`config.mk`:
```
export PLATFORM = sky130hd
export DESIGN_NAME = lru_list_with_pinned_eviction
export DESIGN_NICKNAME = d
export VERILOG_FILES = /design/src/rtl/lrul_pkg.sv /design/src/rtl/lrul_cell.sv /design/src/rtl/lrul_ctrl.sv /design/src/rtl/lru_list_with_pinned_eviction.sv
export SDC_FILE = /design/constraint.sdc
export NUM_CORES = 1
export LEC_CHECK = 0
export ABC_CLOCK_PERIOD_IN_PS = 9600
export BUFFER_PORTS_ARGS = -buffer_cell sky130_fd_sc_hd__buf_4
export CAP_MARGIN = 30
export CELL_PAD_IN_SITES_DETAIL_PLACEMENT = 1
export CELL_PAD_IN_SITES_GLOBAL_PLACEMENT = 2
export CORE_ASPECT_RATIO = 0.9
export CORE_MARGIN = 2
export CORE_UTILIZATION = 45
export CTS_CLUSTER_DIAMETER = 200
export DETAILED_ROUTE_END_ITERATION = 10
export PLACE_DENSITY = 0.92
export RECOVER_POWER = 50
export SLEW_MARGIN = 40
export SYNTH_ARGS = -nofsm -noshare
export SYNTH_HDL_FRONTEND = slang
export SYNTH_SLANG_ARGS = --single-unit
```
`constraint.sdc`:
```
create_clock -name i_clk -period 9.6 [get_ports i_clk]
set_input_delay 1.44 -clock i_clk [delete_from_list [all_inputs] [get_ports i_clk]]
set_output_delay 1.44 -clock i_clk [all_outputs]
set_load 0.03 [all_outputs]
```
`src/rtl/lrul_pkg.sv`:
```
// shared types and constants for the recency list with pinned eviction
// opcode and status codes, per-cell control and per-transaction result
// no dependencies
package lrul_pkg;

    localparam int DEFAULT_DEPTH = 8;
    localparam int KEY_W         = 64;
    localparam int OP_W          = 2;
    localparam int SLOT_W        = 3;
    localparam int PIN_W         = 8;
    localparam int STAT_W        = 3;
    localparam int POS_W         = 3;
    localparam int CNT_OUT_W     = 4;

    typedef enum logic [OP_W-1:0] {
        OP_PUSH   = 2'd0,
        OP_REMOVE = 2'd1,
        OP_CLEAR  = 2'd2,
        OP_FIND   = 2'd3
    } t_opcode;

    typedef enum logic [STAT_W-1:0] {
        ST_MOVED    = 3'd0,
        ST_INSERTED = 3'd1,
        ST_EVICTED  = 3'd2,
        ST_REJECTED = 3'd3,
        ST_DONE     = 3'd4,
        ST_IGNORED  = 3'd5
    } t_status;

    typedef struct packed {
        logic valid;
        logic take_prev;
        logic take_next;
    } t_cell_ctl;

    typedef struct packed {
        t_status            status;
        logic               found;
        logic [POS_W-1:0]   found_pos;
    } t_result;

endpackage

```
`src/rtl/lrul_cell.sv`:
```
// one list position: holds a key, compares it against the lookup key and
// shifts toward the front or back neighbor as the controller directs
// depends on lrul_pkg
module lrul_cell (
    input  logic                       i_clk,
    input  lrul_pkg::t_cell_ctl        i_ctl,
    input  logic [lrul_pkg::KEY_W-1:0] i_key,
    input  logic [lrul_pkg::KEY_W-1:0] i_prev_key,
    input  logic [lrul_pkg::KEY_W-1:0] i_next_key,
    output logic [lrul_pkg::KEY_W-1:0] o_key,
    output logic                       o_match
);
    import lrul_pkg::*;

    logic [KEY_W-1:0] r_key;
    logic [KEY_W-1:0] n_key;

    always_comb begin
        if (i_ctl.take_prev) begin
            n_key = i_prev_key;
        end else if (i_ctl.take_next) begin
            n_key = i_next_key;
        end else begin
            n_key = r_key;
        end
    end

    always_ff @(posedge i_clk) begin
        r_key <= n_key;
    end

    assign o_key   = r_key;
    assign o_match = i_ctl.valid && (r_key == i_key);

endmodule

```
`src/rtl/lrul_ctrl.sv`:
```
// list controller: entry count, first-match and eviction search, and the
// shift commands sent to every cell
// depends on lrul_pkg
module lrul_ctrl #(
    parameter int LIST_DEPTH = lrul_pkg::DEFAULT_DEPTH,
    localparam int CNT_W = $clog2(LIST_DEPTH + 1)
) (
    input  logic                        i_clk,
    input  logic                        i_rst_n,
    input  logic                        i_fire,
    input  logic [lrul_pkg::OP_W-1:0]   i_opcode,
    input  logic [lrul_pkg::SLOT_W-1:0] i_slot_index,
    input  logic [lrul_pkg::PIN_W-1:0]  i_pinned_mask,
    input  logic [LIST_DEPTH-1:0]       i_match,
    output lrul_pkg::t_cell_ctl         o_cell_ctl [LIST_DEPTH],
    output lrul_pkg::t_result           o_res,
    output logic [CNT_W-1:0]            o_next_count
);
    import lrul_pkg::*;

    localparam int IDX_W  = (LIST_DEPTH > 1) ? $clog2(LIST_DEPTH) : 1;
    localparam int CMP_W  = (CNT_W > SLOT_W) ? CNT_W : SLOT_W;
    localparam int PEXT_W = (LIST_DEPTH > PIN_W) ? LIST_DEPTH : PIN_W;

    logic [CNT_W-1:0]  r_count;
    logic [CNT_W-1:0]  n_count;
    logic [PEXT_W-1:0] pins_ext;
    logic              hit;
    logic [IDX_W-1:0]  hit_pos;
    logic              got;
    logic [IDX_W-1:0]  ev_pos;
    logic              full;
    logic              shr_en;
    logic [IDX_W-1:0]  shr_pos;
    logic              shl_en;
    logic              slot_ok;

    // positions beyond the mask width have no pin bit
    assign pins_ext = PEXT_W'(i_pinned_mask);
    assign full     = (r_count == CNT_W'(LIST_DEPTH));
    assign slot_ok  = (CMP_W'(i_slot_index) < CMP_W'(r_count));

    // most recent match wins
    always_comb begin
        hit     = 1'b0;
        hit_pos = '0;
        for (int i = LIST_DEPTH - 1; i >= 0; i--) begin
            if (i_match[i]) begin
                hit     = 1'b1;
                hit_pos = IDX_W'(i);
            end
        end
    end

    // victim is the unpinned entry closest to the tail
    always_comb begin
        got    = 1'b0;
        ev_pos = '0;
        for (int i = 0; i < LIST_DEPTH; i++) begin
            if (!pins_ext[i]) begin
                got    = 1'b1;
                ev_pos = IDX_W'(i);
            end
        end
    end

    always_comb begin
        o_res.status    = ST_DONE;
        o_res.found     = 1'b0;
        o_res.found_pos = '0;
        n_count         = r_count;
        shr_en          = 1'b0;
        shr_pos         = IDX_W'(LIST_DEPTH - 1);
        shl_en          = 1'b0;
        case (t_opcode'(i_opcode))
            OP_PUSH: begin
                if (hit) begin
                    shr_en       = 1'b1;
                    shr_pos      = hit_pos;
                    o_res.status = ST_MOVED;
                end else if (full) begin
                    if (got) begin
                        shr_en       = 1'b1;
                        shr_pos      = ev_pos;
                        o_res.status = ST_EVICTED;
                    end else begin
                        o_res.status = ST_REJECTED;
                    end
                end else begin
                    shr_en       = 1'b1;
                    n_count      = r_count + 1'b1;
                    o_res.status = ST_INSERTED;
                end
            end
            OP_REMOVE: begin
                if (slot_ok) begin
                    shl_en  = 1'b1;
                    n_count = r_count - 1'b1;
                end else begin
                    o_res.status = ST_IGNORED;
                end
            end
            OP_CLEAR: begin
                n_count = '0;
            end
            OP_FIND: begin
                o_res.found     = hit;
                o_res.found_pos = hit ? POS_W'(hit_pos) : '0;
            end
            default: begin
                n_count = r_count;
            end
        endcase
    end

    // front part up to the boundary shifts back, from the slot on shifts forward
    always_comb begin
        for (int i = 0; i < LIST_DEPTH; i++) begin
            o_cell_ctl[i].valid     = (CMP_W'(i) < CMP_W'(r_count));
            o_cell_ctl[i].take_prev = i_fire && shr_en && (IDX_W'(i) <= shr_pos);
            o_cell_ctl[i].take_next = i_fire && shl_en &&
                                      (CMP_W'(i) >= CMP_W'(i_slot_index));
        end
    end

    always_ff @(posedge i_clk) begin
        if (!i_rst_n) begin
            r_count <= '0;
        end else if (i_fire) begin
            r_count <= n_count;
        end
    end

    assign o_next_count = n_count;

endmodule

```
`src/rtl/lru_list_with_pinned_eviction.sv`:
```
// recency-ordered key list with move-to-front and pinned-aware eviction
// input channel i_valid/o_stall, result channel o_valid/i_stall
// a transaction carries opcode (push, remove at index, clear, find), a key,
// a slot index and a pin mask; each one gives exactly one result transaction
// with status, find outcome, entry count and empty/full flags
// the result is registered and presented in the cycle after the input is accepted
// one transaction per cycle while the receiver does not stall; all compares run in parallel in the
// cell row and the shift happens in the same edge, so the single output
// register is the only thing that paces the stream
// when the receiver stalls, the result stays on the outputs and o_stall
// rises as well, so no new transaction enters until that result is taken
// reset (i_rst_n low at a clock edge) empties the list and drops any
// pending result; key storage is not cleared, only the count matters
// depends on lrul_pkg, lrul_cell and lrul_ctrl
module lru_list_with_pinned_eviction #(
    parameter int LIST_DEPTH = lrul_pkg::DEFAULT_DEPTH
) (
    input  logic                           i_clk,
    input  logic                           i_rst_n,
    input  logic                           i_valid,
    output logic                           o_stall,
    input  logic [lrul_pkg::OP_W-1:0]      i_opcode,
    input  logic [lrul_pkg::KEY_W-1:0]     i_key,
    input  logic [lrul_pkg::SLOT_W-1:0]    i_slot_index,
    input  logic [lrul_pkg::PIN_W-1:0]     i_pinned_mask,
    output logic                           o_valid,
    input  logic                           i_stall,
    output logic [lrul_pkg::STAT_W-1:0]    o_status,
    output logic                           o_found,
    output logic [lrul_pkg::POS_W-1:0]     o_found_position,
    output logic [lrul_pkg::CNT_OUT_W-1:0] o_entry_count,
    output logic                           o_is_empty,
    output logic                           o_is_full
);
    import lrul_pkg::*;

    localparam int CNT_W = $clog2(LIST_DEPTH + 1);

    logic             in_fire;
    logic             out_load;
    t_cell_ctl        cell_ctl [LIST_DEPTH];
    logic [KEY_W-1:0] cell_key [LIST_DEPTH];
    logic [LIST_DEPTH-1:0] match;
    t_result          res;
    logic [CNT_W-1:0] next_count;

    logic                 r_valid;
    logic [STAT_W-1:0]    r_status;
    logic                 r_found;
    logic [POS_W-1:0]     r_found_pos;
    logic [CNT_OUT_W-1:0] r_count;
    logic                 r_empty;
    logic                 r_full;

    assign out_load = !r_valid || !i_stall;
    assign o_stall  = !out_load;
    assign in_fire  = i_valid && out_load;

    lrul_ctrl #(
        .LIST_DEPTH (LIST_DEPTH)
    ) u_ctrl (
        .i_clk         (i_clk),
        .i_rst_n       (i_rst_n),
        .i_fire        (in_fire),
        .i_opcode      (i_opcode),
        .i_slot_index  (i_slot_index),
        .i_pinned_mask (i_pinned_mask),
        .i_match       (match),
        .o_cell_ctl    (cell_ctl),
        .o_res         (res),
        .o_next_count  (next_count)
    );

    for (genvar g = 0; g < LIST_DEPTH; g++) begin : g_cell
        logic [KEY_W-1:0] prev_key;
        logic [KEY_W-1:0] next_key;

        // the front cell takes the incoming key, the tail cell keeps its own
        if (g == 0) begin : g_front
            assign prev_key = i_key;
        end else begin : g_mid
            assign prev_key = cell_key[g-1];
        end
        if (g == LIST_DEPTH - 1) begin : g_tail
            assign next_key = cell_key[g];
        end else begin : g_body
            assign next_key = cell_key[g+1];
        end

        lrul_cell u_cell (
            .i_clk      (i_clk),
            .i_ctl      (cell_ctl[g]),
            .i_key      (i_key),
            .i_prev_key (prev_key),
            .i_next_key (next_key),
            .o_key      (cell_key[g]),
            .o_match    (match[g])
        );
    end

    always_ff @(posedge i_clk) begin
        if (!i_rst_n) begin
            r_valid <= 1'b0;
        end else if (out_load) begin
            r_valid <= in_fire;
        end
    end

    always_ff @(posedge i_clk) begin
        if (in_fire) begin
            r_status    <= res.status;
            r_found     <= res.found;
            r_found_pos <= res.found_pos;
            r_count     <= CNT_OUT_W'(next_count);
            r_empty     <= (next_count == '0);
            r_full      <= (next_count == CNT_W'(LIST_DEPTH));
        end
    end

    assign o_valid          = r_valid;
    assign o_status         = r_status;
    assign o_found          = r_found;
    assign o_found_position = r_found_pos;
    assign o_entry_count    = r_count;
    assign o_is_empty       = r_empty;
    assign o_is_full        = r_full;

`ifndef SYNTH
    // a clear always leaves an empty list in the next result
    a_clear_empties: assert property (@(posedge i_clk) disable iff (!i_rst_n)
        (in_fire && i_opcode == OP_CLEAR) |=> (o_valid && o_is_empty && !o_is_full))
        else $error("clear did not empty the list");

    // rejection only happens on a full list
    a_reject_full: assert property (@(posedge i_clk) disable iff (!i_rst_n)
        (o_valid && o_status == ST_REJECTED) |-> o_is_full)
        else $error("push rejected on a list that is not full");

    // eviction keeps the list full
    a_evict_full: assert property (@(posedge i_clk) disable iff (!i_rst_n)
        (o_valid && o_status == ST_EVICTED) |-> (o_is_full && !o_is_empty))
        else $error("eviction left the list not full");

    // only find reports a hit
    a_found_find: assert property (@(posedge i_clk) disable iff (!i_rst_n)
        (in_fire && i_opcode != OP_FIND) |=> !o_found)
        else $error("hit reported for an opcode other than find");
`endif

endmodule

```
==> out/metrics.cfg, run 1 <==
[outcome]
status=finished, violations left
violations=capacitance limit, slew limit

[finish]
final_cells=3032
fin_util=0.5002
fillers=6278
final_common_cell=edfxtp_1
layout_common_cells=525 x edfxtp_1, 252 x xnor2_1, 233 x xor2_1
area_growth_pct=10.00
drive_gt1_frac=0.2070
nets=2227

[sta]
maxSlewHeadroom=-1.813
period_needed_ps=8084
worstMarginPinSlew_ps=4220
rsz0062_at_grt=no
setup_ws_ps=1516
hold_viol=0
setup_viol=0
clock_skew_ps=24.17
fin_setup_tns_ps=0
max_freq_mhz=123.7
period_share=0.8421
drv_slew=157

[worst_setup_path]
crit_buf_inv=2
cp_slowest_stage_delay_ps=1440
crit_arrival_ps=8330
reg2reg_from=u_ctrl.r_count[3]
crit_path_top_delay_cell=a2111oi_0
path_class=primary input to flop
crit_path_end_kind=flop
path_max_fanout=28
crit_top_cell=clkbuf_1
cp-start-kind=primary input
cp_cell_sequence=clkbuf_1 -> xor2_1 -> a2111oi_0 -> nand3_1 -> nor4_1 -> nand4_1 -> and4_1 -> a31oi_4 -> and2_4 -> nand2_1 -> o21ai_4 -> clkbuf_1
critPathRequiredTime_ps=9850
startpoint=i_key[31]
crit_family=simple AND/OR/NAND/NOR gates

[grt]
globalRouteOverflowTotal=0
track_usage=0.3297
antenna_found_initial=4
grt_start_max_net_pins=61
grt_pass1_vias=19180
grt_first_pass_wirelength_um=153100

[floorplanning]
pin_count=96
initial_utilization=0.4547
die_h_um=242.8
dieArea_um2=65390
rows=87
coreArea_um2=62700
dieWidth_um=269.3

[clock_network]
cts_hold_buf=0
cts_resized=0
h-tree-depth=2
postCtsSetupRepairBufs=0
clkLatencyLatePin_ps=640
path_clk_slew_ps=60
cts_buffers=56
clock_path_buffers=3
cts_tree=done
cts_sinks=530
cts_root_buffer=clkbuf_16

[yosys]
synth_cells=2088
avgSynthCellArea_um2=13.66
synth_edf_count=525
ys_ff_latch=530
synthArstFlopShare=0
synth_top_area_share=0.5529
ys_top_cells_by_area=edfxtp_1 55%, mux2_2 8.7%, xnor2_1 7.7%
synth_top_area_cell=edfxtp_1
yosys_warnings=0
syn_nets=2174
yosysUniqueCellTypes=68
yosysSeqAreaShare=0.5564
syn_area_um2=28510
synth_ff_type=edfxtp_1

[placement]
dp_slack_ps=2580
post-dp-hpwl_um=79690
gp_congestion=1.069
dp.cells=2927
io_buffers=95

[pwr]
power_w=0.005656
p_leak_nw=10.58
max-vdd-ir-drop_uv=133.6
power_density_nw_per_um2=180.3

[hold_path]
hp-start=g_cell[6].u_cell.o_key[7]
hold_class=flop to flop

[route]
wirelength_um=108900
vias=18930
initialDrtViolationCount=2425
drt_pass1_iterations=7
ant_nets=0
drc=0
viasPerCell=6.244
wl_per_cell_um=35.92

[flow_run]
maxCapViolCount=5

-- layout make-up --
| cell class | instances | area (µm²) | area share |
|---|---|---|---|
| flip-flops and latches | 530 | 15870 | 0.5058 |
| multi-input cells | 1397 | 11680 | 0.3725 |
| clock buffers | 70 | 1496 | 0.04771 |
| well taps | 845 | 1057 | 0.03371 |
| repair buffers | 121 | 893.4 | 0.02848 |
| clock inverters | 31 | 229.0 | 0.007300 |
| inverters | 35 | 131.4 | 0.004189 |
| diodes | 3 | 7.507 | 0.0002394 |
-- per-layer routing --
metal / track usage / share of wire / wire [µm] / vias to the layer above
li1: - / - / - / 7723
met1: 0.4478 / 0.40 / 43400 / 9862
met3: 0.07440 / 0.10 / 11150 / 245
met5: 0 / 0.00018 / 20 / -
met2: 0.5068 / 0.45 / 48780 / 1099
met4: 0.1453 / 0.051 / 5548 / 4
-- path summary, 6_finish.rpt --
kind / depth (start not counted) / slack (ps) / to
min reg2reg: 0 / 500 / g_cell[7].u_cell.o_key[7]
min: 0 / 500 / g_cell[7].u_cell.o_key[7]
max reg2reg: 11 / 2010 / g_cell[6].u_cell.o_key[10]
max: 12 / 1520 / g_cell[6].u_cell.o_key[10]
-- cells by family (layout without fill, tap and decap cells) --
group	after synthesis	count (layout)	share of synthesized area
compound gates	86	86	0.02181
xor+xnor	487	487	0.1496
fa+ha+maj	5	5	0.002194
buf+inv	161	257	0.03480
flops	530	530	0.5564
mux	388	388	0.1596
other cells	0	3	0
simple gates	431	431	0.07557
-- sequential cells by signal (all words and copies together) (netlist names) --
| name | count |
|---|---|
| g_cell.u_cell.o_key | 512 |
| o_entry_count | 4 |
| o_found | 1 |
| o_found_position | 3 |
| o_is_empty | 1 |
| o_is_full | 1 |
| o_status | 3 |
| o_valid | 1 |
| u_ctrl.r_count | 4 |
-- synth_stat cells (all sizes together), types with 10 or more instances --
master,count
nor4,70
a21oi,10
nand4,76
nand2,192
buf,110
xnor2,252
nor2b,13
o21ai,26
edfxtp,525
clkbuf,16
nor3,19
inv,35
nor2,18
o22ai,11
nand3,18
xor2,235
mux2,383
-- where the power goes --
part / internal, W / switching [W]
Combinational: 0.000250 / 0.000502
Clock: 0.00118 / 0.000954
Sequential: 0.00268 / 0.0000966
Total: 0.00410 / 0.00155
-- stage by stage --
step                hold slack, ps  instance area [µm²]
global route                 510.1                31360
global placement             472.5                29700
detailed placement           484.8                29850
CTS                          503.6                31580
floorplan                    463.2                28510
finish                       502.7                31360
Power figures use the tool's default switching activity.
==> run 2: changes to the inputs <==
Settings changed: ABC_CLOCK_PERIOD_IN_PS 9600 to 7450.
Clock period 9.6 ns to 7.45 ns, I/O delays scaled along.
==> out/metrics.cfg, run 2 (synthesized netlist as in run 1, its figures left out) <==
[outcome]
status=finished, violations left
violations=capacitance limit, slew limit

[sta]
max_freq_mhz=148.9
worstMarginPinSlew_ps=2780
maxSlewHeadroom=-0.8535
setup_viol=0
fin_setup_tns_ps=0
rsz0062_at_grt=no
period_share=0.9013
clock_skew_ps=37.03
drv_slew=126
period_needed_ps=6715
hold_viol=0

[finish]
drive_gt1_frac=0.2172
layout_common_cells=525 x edfxtp_1, 250 x xnor2_1, 235 x xor2_1
largest_reg_flops=512
final_common_cell=edfxtp_1
nets=2230
fillers=6231
area_growth_pct=10.46

[clock_network]
clock_path_buffers=3
cts_hold_buf=0
postCtsSetupRepairBufs=0
path_clk_slew_ps=60
clkLatencyLatePin_ps=640
cts_resized=0
cts_sinks=530
cts_buffers=57
cts_tree=done
cts_root_buffer=clkbuf_16
h-tree-depth=2

[worst_setup_path]
cp_cell_sequence=buf_4 -> xor2_1 -> nor4_1 -> nand4_1 -> nor4_1 -> nand2_1 -> and4_1 -> a31o_4 -> o31ai_1 -> clkbuf_2
crit_arrival_ps=6900
crit_family=simple AND/OR/NAND/NOR gates
cp_slowest_stage_delay_ps=1800
critPathRequiredTime_ps=7630
cp-start-kind=primary input
path_class=primary input to flop
crit_top_cell=nor4_1
crit_path_end_kind=flop
path_max_fanout=64
crit_path_top_delay_cell=clkbuf_2
crit_buf_inv=2

[floorplanning]
pin_count=96
dieArea_um2=65390
coreArea_um2=62700
initial_utilization=0.4547
dieWidth_um=269.3
rows=87
die_h_um=242.8

[route]
wirelength_um=108600
wl_per_cell_um=35.79
viasPerCell=6.323
drt_pass1_iterations=7
drc=0
vias=19180
ant_nets=0
initialDrtViolationCount=2689

[pwr]
p_leak_nw=10.69
swShare=0.2729
power_w=0.007315
switchingPower_w=0.001997
pwr-share-seq=0.489
power.internal_w=0.005318
clkPwrFrac=0.378
max-vdd-ir-drop_uv=171.9
power_density_nw_per_um2=232.2
p_comb_frac=0.133

[grt]
track_usage=0.3289
antenna_found_initial=9
globalRouteOverflowTotal=0
grt_first_pass_wirelength_um=152400
grt_pass1_vias=19220
grt_start_max_net_pins=66

[hold_path]
hold_class=flop to flop

[placement]
post-dp-hpwl_um=78270
gp_congestion=1.038
io_buffers=95

[flow_run]
maxCapViolCount=3

==> run 2: cell count changes in the layout (fill, tap and decap cells not counted), moves of 4 or more <==
cell	delta
mux2_1	-21
buf_12	+6
nor4_2	-4
nor4_1	+4
mux2_4	+22
==> run 2: cell type report <==
cell class	instances	area [µm²]	area share
clock buffer	76	1570	0.04986
multi-input combinational	1397	11720	0.3720
antenna	2	5.005	0.0001589
sequential	530	15870	0.5037
clock inverter	26	182.7	0.005800
timing repair buffer	123	967.2	0.03071
tap	845	1057	0.03357
inverter	35	131.4	0.004171
==> run 2: per-layer routing <==
metal  global-route usage  vias up  part of all wire
met5                    0        -           0.00043
met4               0.1382        8             0.048
met3              0.08488      255              0.12
met2               0.4973     1262              0.44
met1               0.4494     9912              0.39
li1                     -     7747                 -
==> run 2: path summary, 6_finish.rpt <==
path                                     end  cells past startpoint                       start  slack, ps
setup reg to reg  g_cell[0].u_cell.o_key[51]                      9  g_cell[3].u_cell.o_key[28]        990
hold reg to reg   g_cell[7].u_cell.o_key[19]                      0  g_cell[6].u_cell.o_key[19]        500
setup / recovery  g_cell[0].u_cell.o_key[51]                     10                   i_key[28]        740
hold / removal    g_cell[7].u_cell.o_key[19]                      0  g_cell[6].u_cell.o_key[19]        500
==> run 2: per-stage QoR <==
step	std cells	setup slack (ps)	hold WS [ps]	instance area, µm²	util
after detailed placement	2930	1258	483.3	29900	0.4769
after floorplan	2088	252.8	463.2	28520	-
after global placement	2928	911.8	470.8	29860	0.4762
after CTS	3032	1908	500.6	31660	0.5049
final	3034	735.5	495.5	31500	0.5023
after global routing	3033	869.4	514.7	31490	0.5023
==> run 2: power groups by stage <==
stage,registers (W),logic [W],clock network [W]
2_1_floorplan,0.00360,0.000543,0
3_3_place_gp,0.00362,0.000921,0
3_5_place_dp,0.00363,0.000944,0
4_1_cts,0.00357,0.000952,0.00278
5_1_grt,0.00359,0.000990,0.00290
6_report,0.00357,0.000974,0.00277
==> run 3: changes to the inputs <==
Settings changed: ABC_CLOCK_PERIOD_IN_PS 7450 to 7630.
Clock period 7.45 ns to 7.63 ns, I/O delays scaled along.
==> out/metrics.cfg, run 3 (synthesized netlist as in run 1, its figures left out) <==
[outcome]
status=finished, violations left
violations=capacitance limit, slew limit

[hold_path]
hold-path-endpoint=g_cell[7].u_cell.o_key[15]
hold_class=flop to flop
hp-start=g_cell[6].u_cell.o_key[15]
whs_path_depth=0

[worst_setup_path]
critPathRequiredTime_ps=7990
reg2reg_slack_ps=800
path_class=flop to flop
crit_path_end_kind=flop
reg2regPathDepth=10
crit_arrival_ps=7190
path_max_fanout=31
regToRegEndpoint=g_cell[2].u_cell.o_key[11]
cp-start-kind=flop
reg2reg_from=u_ctrl.r_count[3]
startpoint=u_ctrl.r_count[3]

[finish]
fillers=6201
diodes=0
area_growth_pct=10.32
final_common_cell=edfxtp_1
fin_util=0.5017
drive_gt1_frac=0.2163
nets=2233
layout_common_cells=525 x edfxtp_1, 252 x xnor2_1, 235 x xor2_1
largest_reg_flops=512

[clock_network]
cts_tree=done
clkLatencyLatePin_ps=640
cts_resized=0
cts_sinks=530
postCtsSetupRepairBufs=0
cts_root_buffer=clkbuf_16
h-tree-depth=2
clock_path_buffers=3
cts_buffers=57
path_clk_slew_ps=60
cts_hold_buf=0

[grt]
grt_first_pass_wirelength_um=150900
track_usage=0.3254
globalRouteOverflowTotal=0
grt_start_max_net_pins=65
grt_pass1_vias=18900
antenna_found_initial=3

[sta]
clock_skew_ps=28.83
period_needed_ps=6834
setup_viol=0
setup_ws_ps=796.4
holdWs_ps=489.0
rsz0062_at_grt=no
worstMarginPinSlew_ps=2669
fin_setup_tns_ps=0
max_freq_mhz=146.3
maxSlewHeadroom=-0.7793
drv_slew=235
period_share=0.8956
hold_viol=0

[floorplanning]
initial_utilization=0.4547
dieArea_um2=65390
coreArea_um2=62700
rows=87
dieWidth_um=269.3
pin_count=96
die_h_um=242.8

[route]
vias=18810
wirelength_um=107600
viasPerCell=6.194
drc=0
initialDrtViolationCount=2929
ant_nets=0
drt_pass1_iterations=6
wl_per_cell_um=35.43

[flow_run]
maxCapViolCount=7

[pwr]
max-vdd-ir-drop_uv=174.3
power_density_nw_per_um2=227.1
p_leak_nw=10.66
power_w=0.007145

[placement]
post-dp-hpwl_um=78850
gp_congestion=1.081
io_buffers=95
dp_slack_ps=1528

-- run 3: worst max-delay path: stages, from the launching register on --
cell and delay, ps:
dfxtp_1 670, nor2_1 210, a2111oi_0 1040, nand3_1 150, nor4_1 720, nand4_1 270
and4_1 350, a21boi_1 220, o21ai_0 490, clkbuf_1 1930, mux2_2 480
-- run 3: layer usage --
layer,GRT usage,wire length (µm)
met5,0,41
met2,0.4874,47030
met3,0.07420,11690
met4,0.1458,5555
met1,0.4514,43230
-- run 3: metrics by stage --
step / instances / area, µm²
2_1_floorplan: 2088 / 28520
3_3_place_gp: 2932 / 29840
3_5_place_dp: 2932 / 29870
4_1_cts: 3035 / 31610
5_1_grt: 3036 / 31450
6_report: 3036 / 31450
-- run 3: power by group --
group	total, W	internal (W)	switching [W]
registers	0.00349	0.00337	0.000121
logic	0.000946	0.000321	0.000626
clock network	0.00271	0.00150	0.00121
-- run 3: worst max path at each step --
| stage | slack [ps] | endpoint | depth (start not counted) |
|---|---|---|---|
| 6_report | 800 | g_cell[2].u_cell.o_key[11] | 10 |
| 3_3_place_gp | 1580 | g_cell[6].u_cell.o_key[6] | 12 |
| 2_1_floorplan | 410 | g_cell[6].u_cell.o_key[0] | 8 |
| 4_1_cts | 2160 | g_cell[5].u_cell.o_key[0] | 12 |
| 5_1_grt | 960 | g_cell[2].u_cell.o_key[19] | 10 |
| 3_5_place_dp | 1530 | g_cell[5].u_cell.o_key[35] | 12 |
-- run 3: layout make-up --
type	instances	area (µm²)	area share
sequential	530	15870	0.5044
multi-input combinational	1397	11710	0.3724
clock buffer	69	1471	0.04678
tap	845	1057	0.03361
timing repair buffer	126	945.9	0.03007
clock inverter	34	269.0	0.008552
inverter	35	131.4	0.004177
